`config.mk`:
```
export PLATFORM = sky130hd
export DESIGN_NAME = luhn_card_number_classifier
export DESIGN_NICKNAME = d
export VERILOG_FILES = /design/src/hw/rtl/lcnc_pkg.sv /design/src/hw/rtl/lcnc_dabble_stage.sv /design/src/hw/rtl/lcnc_digit_eval.sv /design/src/hw/rtl/lcnc_classify.sv /design/src/hw/rtl/luhn_card_number_classifier.sv
export SDC_FILE = /design/constraint.sdc
export NUM_CORES = 2
export LEC_CHECK = 0
export BUFFER_PORTS_ARGS = -buffer_cell sky130_fd_sc_hd__buf_2
export CORE_MARGIN = 4
export CORE_UTILIZATION = 35
export DETAILED_ROUTE_END_ITERATION = 7
export SLEW_MARGIN = 25
export SYNTH_ARGS = -nofsm -noshare
export SYNTH_HDL_FRONTEND = slang
export SYNTH_SLANG_ARGS = --single-unit
```
`constraint.sdc`:
```
create_clock -name aclk -period 10 [get_ports aclk]
set_input_delay 2 -clock aclk [delete_from_list [all_inputs] [get_ports aclk]]
set_output_delay 2 -clock aclk [all_outputs]
set_load 0.03 [all_outputs]
```
`src/hw/rtl/lcnc_pkg.sv`:
```
`timescale 1ns / 1ps

package lcnc_pkg;

    // binary input and its decimal image
    localparam int NUM_BITS      = 64;
    localparam int NUM_DIGITS    = 20;
    localparam int BCD_W         = 4 * NUM_DIGITS;

    // shift-add-3 conversion: four input bits per pipeline stage
    localparam int BITS_PER_STAGE = 4;
    localparam int DABBLE_STAGES  = NUM_BITS / BITS_PER_STAGE;

    // digit sums are formed in groups of five
    localparam int GROUP_SIZE    = 5;
    localparam int NUM_GROUPS    = NUM_DIGITS / GROUP_SIZE;
    localparam int GROUP_SUM_W   = 6;
    localparam int LUHN_SUM_W    = 8;
    localparam int LUHN_MAX_TENS = 18;
    localparam int LEN_W         = 5;

    // issuer classes
    localparam logic [1:0] CLASS_INVALID   = 2'd0;
    localparam logic [1:0] CLASS_FIFTEEN   = 2'd1;
    localparam logic [1:0] CLASS_SIXTEEN   = 2'd2;
    localparam logic [1:0] CLASS_LEAD_FOUR = 2'd3;

    // lengths and prefix digits used by the class rules
    localparam logic [LEN_W-1:0] LEN_THIRTEEN = 5'd13;
    localparam logic [LEN_W-1:0] LEN_FIFTEEN  = 5'd15;
    localparam logic [LEN_W-1:0] LEN_SIXTEEN  = 5'd16;
    localparam logic [LEN_W-1:0] LEN_MIN_PFX  = 5'd3;

    typedef logic [BCD_W-1:0]    bcd_t;
    typedef logic [NUM_BITS-1:0] bin_t;

    // digit summary handed from the evaluate stage to the classify stage
    typedef struct packed {
        logic [LEN_W-1:0]                        len;
        logic [3:0]                              lead_hi;
        logic [3:0]                              lead_lo;
        logic [NUM_GROUPS-1:0][GROUP_SUM_W-1:0] part_sum;
    } digit_info_t;

endpackage

```
`src/hw/rtl/lcnc_dabble_stage.sv`:
```
`timescale 1ns / 1ps

module lcnc_dabble_stage (
    input  logic                 aclk,
    input  logic                 aresetn,
    input  logic                 in_valid,
    output logic                 in_ready,
    input  lcnc_pkg::bin_t       in_bin,
    input  lcnc_pkg::bcd_t       in_bcd,
    output logic                 out_valid,
    input  logic                 out_ready,
    output lcnc_pkg::bin_t       out_bin,
    output lcnc_pkg::bcd_t       out_bcd
);

    logic           valid_reg;
    lcnc_pkg::bin_t bin_reg;
    lcnc_pkg::bcd_t bcd_reg;
    lcnc_pkg::bin_t bin_next;
    lcnc_pkg::bcd_t bcd_next;

    // four shift-add-3 steps
    always_comb begin
        bin_next = in_bin;
        bcd_next = in_bcd;
        for (int s = 0; s < lcnc_pkg::BITS_PER_STAGE; s++) begin
            for (int d = 0; d < lcnc_pkg::NUM_DIGITS; d++) begin
                if (bcd_next[4*d +: 4] >= 4'd5) begin
                    bcd_next[4*d +: 4] = bcd_next[4*d +: 4] + 4'd3;
                end
            end
            bcd_next = {bcd_next[lcnc_pkg::BCD_W-2:0], bin_next[lcnc_pkg::NUM_BITS-1]};
            bin_next = {bin_next[lcnc_pkg::NUM_BITS-2:0], 1'b0};
        end
    end

    assign in_ready = !valid_reg || out_ready;

    always_ff @(posedge aclk) begin
        if (!aresetn) begin
            valid_reg <= 1'b0;
        end else if (in_ready) begin
            valid_reg <= in_valid;
        end
    end

    always_ff @(posedge aclk) begin
        if (in_ready && in_valid) begin
            bin_reg <= bin_next;
            bcd_reg <= bcd_next;
        end
    end

    assign out_valid = valid_reg;
    assign out_bin   = bin_reg;
    assign out_bcd   = bcd_reg;

endmodule

```
`src/hw/rtl/lcnc_digit_eval.sv`:
```
`timescale 1ns / 1ps

module lcnc_digit_eval (
    input  logic                  aclk,
    input  logic                  aresetn,
    input  logic                  in_valid,
    output logic                  in_ready,
    input  lcnc_pkg::bcd_t        in_bcd,
    output logic                  out_valid,
    input  logic                  out_ready,
    output lcnc_pkg::digit_info_t out_info
);

    logic                  valid_reg;
    lcnc_pkg::digit_info_t info_reg;
    lcnc_pkg::digit_info_t info_next;
    logic [3:0]            dig;
    logic [4:0]            dbl;
    logic [3:0]            contrib;

    always_comb begin
        info_next = '0;
        dig       = '0;
        dbl       = '0;
        contrib   = '0;
        for (int i = 0; i < lcnc_pkg::NUM_DIGITS; i++) begin
            dig = in_bcd[4*i +: 4];
            // every second digit from the right is doubled, digits of the double added
            if ((i % 2) == 1) begin
                dbl     = {dig, 1'b0};
                contrib = (dbl >= 5'd10) ? 4'(dbl - 5'd9) : dbl[3:0];
            end else begin
                contrib = dig;
            end
            info_next.part_sum[i / lcnc_pkg::GROUP_SIZE] =
                info_next.part_sum[i / lcnc_pkg::GROUP_SIZE] +
                lcnc_pkg::GROUP_SUM_W'(contrib);
            if (dig != 4'd0) begin
                info_next.len = lcnc_pkg::LEN_W'(i + 1);
            end
            if (i > 0 && dig != 4'd0) begin
                info_next.lead_hi = dig;
                info_next.lead_lo = in_bcd[4*(i-1) +: 4];
            end
        end
    end

    assign in_ready = !valid_reg || out_ready;

    always_ff @(posedge aclk) begin
        if (!aresetn) begin
            valid_reg <= 1'b0;
        end else if (in_ready) begin
            valid_reg <= in_valid;
        end
    end

    always_ff @(posedge aclk) begin
        if (in_ready && in_valid) begin
            info_reg <= info_next;
        end
    end

    assign out_valid = valid_reg;
    assign out_info  = info_reg;

endmodule

```
`src/hw/rtl/lcnc_classify.sv`:
```
`timescale 1ns / 1ps

module lcnc_classify (
    input  logic                  aclk,
    input  logic                  aresetn,
    input  logic                  in_valid,
    output logic                  in_ready,
    input  lcnc_pkg::digit_info_t in_info,
    output logic                  out_valid,
    input  logic                  out_ready,
    output logic [1:0]            out_class,
    output logic                  out_ok
);

    logic                            valid_reg;
    logic [1:0]                      class_reg;
    logic                            ok_reg;
    logic [1:0]                      class_next;
    logic                            ok_next;
    logic [lcnc_pkg::LUHN_SUM_W-1:0] sum;
    logic                            tens;
    logic                            pfx_fifteen;
    logic                            pfx_sixteen;
    logic                            pfx_four;

    always_comb begin
        sum = '0;
        for (int g = 0; g < lcnc_pkg::NUM_GROUPS; g++) begin
            sum = sum + lcnc_pkg::LUHN_SUM_W'(in_info.part_sum[g]);
        end
        // sum never exceeds 180, so divisibility is a match against the multiples of ten
        tens = 1'b0;
        for (int k = 0; k <= lcnc_pkg::LUHN_MAX_TENS; k++) begin
            if (sum == lcnc_pkg::LUHN_SUM_W'(10 * k)) begin
                tens = 1'b1;
            end
        end
        ok_next = tens && (in_info.len != '0);

        pfx_fifteen = (in_info.len == lcnc_pkg::LEN_FIFTEEN) && (in_info.lead_hi == 4'd3) &&
                      (in_info.lead_lo == 4'd4 || in_info.lead_lo == 4'd7);
        pfx_sixteen = (in_info.len == lcnc_pkg::LEN_SIXTEEN) && (in_info.lead_hi == 4'd5) &&
                      (in_info.lead_lo >= 4'd1) && (in_info.lead_lo <= 4'd5);
        pfx_four    = (in_info.len == lcnc_pkg::LEN_THIRTEEN ||
                       in_info.len == lcnc_pkg::LEN_SIXTEEN) && (in_info.lead_hi == 4'd4);

        class_next = lcnc_pkg::CLASS_INVALID;
        if (ok_next && in_info.len >= lcnc_pkg::LEN_MIN_PFX) begin
            if (pfx_fifteen) begin
                class_next = lcnc_pkg::CLASS_FIFTEEN;
            end else if (pfx_sixteen) begin
                class_next = lcnc_pkg::CLASS_SIXTEEN;
            end else if (pfx_four) begin
                class_next = lcnc_pkg::CLASS_LEAD_FOUR;
            end
        end
    end

    assign in_ready = !valid_reg || out_ready;

    always_ff @(posedge aclk) begin
        if (!aresetn) begin
            valid_reg <= 1'b0;
        end else if (in_ready) begin
            valid_reg <= in_valid;
        end
    end

    always_ff @(posedge aclk) begin
        if (in_ready && in_valid) begin
            class_reg <= class_next;
            ok_reg    <= ok_next;
        end
    end

    assign out_valid = valid_reg;
    assign out_class = class_reg;
    assign out_ok    = ok_reg;

endmodule

```
`src/hw/rtl/luhn_card_number_classifier.sv`:
```
`timescale 1ns / 1ps
// channel   ports                                       direction
// --------  ------------------------------------------  ---------
// input     s_valid s_ready s_card_number[63:0]          in
// result    m_valid m_ready m_card_class[1:0] m_luhn_ok  out
//
// the result passes 16 conversion stages
// (four binary bits each, shift-add-3) then digit evaluate and classify.
// one item can enter every cycle unless m_ready stalls; each of the 18 stages holds one item.
// aresetn (synchronous, active low) clears all stage valid bits.
// ready runs back combinationally, so a stall on m_ready holds each full stage
// with no empty stage after it in the same cycle, while empty stages still fill.

module luhn_card_number_classifier (
    input  logic        aclk,
    input  logic        aresetn,
    input  logic        s_valid,
    output logic        s_ready,
    input  logic [63:0] s_card_number,
    output logic        m_valid,
    input  logic        m_ready,
    output logic [1:0]  m_card_class,
    output logic        m_luhn_ok
);

    localparam int NSTG = lcnc_pkg::DABBLE_STAGES;

    // conversion chain links: index 0 is the input side
    logic           stg_valid [0:NSTG];
    logic           stg_ready [0:NSTG];
    lcnc_pkg::bin_t stg_bin   [0:NSTG];
    lcnc_pkg::bcd_t stg_bcd   [0:NSTG];

    logic                  info_valid;
    logic                  info_ready;
    lcnc_pkg::digit_info_t info;

    assign stg_valid[0] = s_valid;
    assign s_ready      = stg_ready[0];
    assign stg_bin[0]   = s_card_number;
    assign stg_bcd[0]   = '0;

    // binary to decimal, four bits per stage
    for (genvar g = 0; g < NSTG; g++) begin : g_dabble
        lcnc_dabble_stage u_stage (
            .aclk      (aclk),
            .aresetn   (aresetn),
            .in_valid  (stg_valid[g]),
            .in_ready  (stg_ready[g]),
            .in_bin    (stg_bin[g]),
            .in_bcd    (stg_bcd[g]),
            .out_valid (stg_valid[g+1]),
            .out_ready (stg_ready[g+1]),
            .out_bin   (stg_bin[g+1]),
            .out_bcd   (stg_bcd[g+1])
        );
    end

    // digit count, leading pair and partial luhn sums
    lcnc_digit_eval u_eval (
        .aclk      (aclk),
        .aresetn   (aresetn),
        .in_valid  (stg_valid[NSTG]),
        .in_ready  (stg_ready[NSTG]),
        .in_bcd    (stg_bcd[NSTG]),
        .out_valid (info_valid),
        .out_ready (info_ready),
        .out_info  (info)
    );

    // final sum, mod-ten check and issuer rules; doubles as output register
    lcnc_classify u_classify (
        .aclk      (aclk),
        .aresetn   (aresetn),
        .in_valid  (info_valid),
        .in_ready  (info_ready),
        .in_info   (info),
        .out_valid (m_valid),
        .out_ready (m_ready),
        .out_class (m_card_class),
        .out_ok    (m_luhn_ok)
    );

endmodule
```
==> impl_metrics.ini <==
[outcome]
status = complete, no violations

[yosys]
synth_edf_count = 1230
synth_largest_area_cell = edfxtp_1
synth_common_cells = 1,615 x inv_1, 1,392 x ha_1, 1,230 x edfxtp_1
synth.avg_cell_area_um2 = 9.36
postSynthCellCount = 12334
synth-main-ff-cell = edfxtp_1
ys_types = 101
async_reset_ff_frac = 0
ys_seq_elements = 1248
yosysMostFrequentCell = inv_1
synth.cell_area_um2 = 115000
syn-num-nets = 13838
netlist_top_cells_area = edfxtp_1 32%, ha_1 15%, mux2i_1 6.4%, inv_1 5.3%, mux2_2 3.6%
synth_warnings = 0
seq_area_frac_synth = 0.323
yosys.area.top_type_share = 0.320

[place]
dpl.hpwl_um = 158000
dpl.cell_count = 16663
gp_congestion = 0.824
portBuffers = 72

[timing]
setup_viol = 0
post-route-min-period_ns = 7.31
finalHoldViolations = 0
slew_viol_final = 0
worst_pin_slew_ns = 1.02
relSlewSlack = 0.313
whs_ns = 0.387
worst_clock_skew_ns = 0.0879
tns_ns = 0
rsz0062_at_grt = no
fin_crit_sh = 0.731
max_freq_mhz = 137

[final_layout]
finalNetCount = 13984
drive_above_1_share = 0.0694
area_growth_pct = 9.47
fillCellCount = 32562
final_cell_count_no_fill = 16944

[routing]
drtIter0Drc = 3128
num_vias = 83029
antenna_left = 0
drc = 0
wire_per_inst_um = 11.9
dr.pass1.iters = 5
viasPerCell = 4.90
routed_wirelength_um = 201000

[cts]
postCtsSetupRepairBufs = 0
clkTransAtPathRegs_ns = 0.06
clock_latency_ns = 0.83
cts_max_path_buffers = 4
cts_tree = done
clock-sinks = 1248
cts_root_buf = clkbuf_16
cts_hold_buf = 0
cts_resized = 0
cts_buffers = 160
cts-htree-levels = 4

[global_route]
antenna_found_initial = 9
grt_overflow = 0
grt_use_total = 0.116
grt_pass1_wl_um = 351000
grt_pass1_vias = 79531
grt_max_degree = 81

[power_and_ir_drop]
fin_total_pwr_mw = 15.3
p_leak_nw = 55.9
powerDensity_nw_per_um2 = 121
irDropWorstVdd_v = 0.000133

[critical_path]
worst_path_most_repeated_cell = and3_1
r2r_slack_ns = 4.82
crit_chain = buf_2 > nor2b_1 > and3_1 > and3_1 > nand2_1 > nor3_1 > and3_1 > nand2_1 > buf_2
max_stage_delay_ns = 0.75
crit_path_end_kind = output port
worst_ep_required_time_ns = 8.00
path_class = in -> out
crit_fanout = 5
cp.arrival_ns = 5.31
cpMaxStageDelayCell = nor3_1
critPathLaunchType = input pin

[floorplanning]
die_y_um = 582
core_area_um2 = 328000
die_x_um = 582
io_pins = 73
start_util = 0.352
dieArea_um2 = 339000
rows = 210

[run]
max_cap_viol_count = 0

[worst_hold_path]
hold_path.class = reg -> reg
-- sequential cells by signal, summed over array words and instances, names as in the netlist --
name and cells:
u_eval.out_valid 1, g_dabble.u_stage.out_valid 16, g_dabble.u_stage.out_bin 480, g_dabble.u_stage.out_bcd 710, u_classify.out_ok 1, u_eval.out_info 37, u_classify.out_class 2, u_classify.out_valid 1
-- worst paths after layout --
kind / start / endpoint / cells after the start
worst max-delay path: m_ready / s_ready / 9
worst min register to register: g_dabble[4].u_stage.out_bin[56]$_DFFE_PP_ / g_dabble[5].u_stage.out_bin[60]$_DFFE_PP_ / 0
worst max register to register: g_dabble[13].u_stage.out_bcd[24]$_DFFE_PP_ / g_dabble[14].u_stage.out_bcd[26]$_DFFE_PP_ / 21
worst min-delay path: g_dabble[4].u_stage.out_bin[56]$_DFFE_PP_ / g_dabble[5].u_stage.out_bin[60]$_DFFE_PP_ / 0
-- routing by layer --
metal / up-vias / wire [um] / track usage / share of wire
met5: - / 7 / 0 / 0.000035
met2: 553 / 99600 / 0.216 / 0.50
met1: 37952 / 91300 / 0.139 / 0.45
met4: 2 / 5280 / 0.0351 / 0.026
li1: 44267 / - / - / -
met3: 255 / 4770 / 0.0144 / 0.024
-- metrics by stage --
stage / utilization / cell area (um2) / setup WS (ns)
final: 0.385 / 126000 / 2.69
after global placement: 0.369 / 121000 / 2.72
after floorplan: - / 115000 / 0.871
after global routing: 0.385 / 126000 / 2.50
after CTS: 0.385 / 126000 / 2.69
after detailed placement: 0.370 / 121000 / 2.72
-- critical path: cells and delay by family --
family / cells / cell delay [ns]
buf+inv: 2 / 0.39
simple gates: 7 / 2.89
-- layout by cell type (no fill, tap or decap), types with 128 or more instances in the layout --
master / Yosys / final
o31ai_1: 152 / 152
ha_1: 1392 / 1392
nand2b_1: 486 / 486
edfxtp_1: 1230 / 1230
a211oi_1: 172 / 172
nand2_1: 784 / 784
mux2_2: 374 / 374
o21bai_1: 138 / 138
mux2i_1: 735 / 735
xnor2_1: 431 / 431
xor2_1: 133 / 133
a21oi_1: 492 / 491
a21o_1: 189 / 189
nor2b_1: 473 / 464
nor3_1: 204 / 204
o21ai_0: 548 / 548
nor3b_1: 143 / 143
nor2_1: 762 / 762
a31oi_1: 128 / 128
o21ai_1: 268 / 268
clkbuf_16: 0 / 162
inv_1: 1615 / 1615
-- kinds of logic (layout without fill, tap and decap cells) --
logic type / count (synthesis) / after routing / synth area share
multiplexers: 1130 / 1130 / 0.102
adder cells (fa/ha/maj): 1436 / 1436 / 0.158
buffers and inverters: 1742 / 1995 / 0.0569
other: 0 / 11 / 0
AO/OA/AOI/OAI: 2890 / 2890 / 0.167
AND/OR/NAND/NOR: 3323 / 3323 / 0.150
XOR/XNOR: 565 / 565 / 0.0430
flip-flops: 1248 / 1248 / 0.323
-- final cells by class --
cell class / count / area (um2) / share of cell area
Inverter: 1623 / 6090 / 0.0482
Clock inverter: 81 / 985 / 0.00779
Clock buffer: 188 / 4160 / 0.0329
Multi-Input combinational cell: 9344 / 71800 / 0.568
Sequential cell: 1248 / 37300 / 0.295
Tap cell: 4346 / 5440 / 0.0430
Timing Repair Buffer: 103 / 649 / 0.00514
Antenna cell: 11 / 27.5 / 0.000218
-- power breakdown --
group / internal (mW) / leakage, nW / switching, mW / total (mW)
clock: 3.48 / 2.49 / 2.25 / 5.73
sequential: 6.00 / 11.3 / 0.0689 / 6.07
combinational: 1.60 / 42.1 / 1.90 / 3.50
total: 11.1 / 55.9 / 4.22 / 15.3
(Power assumes the default switching activity.)
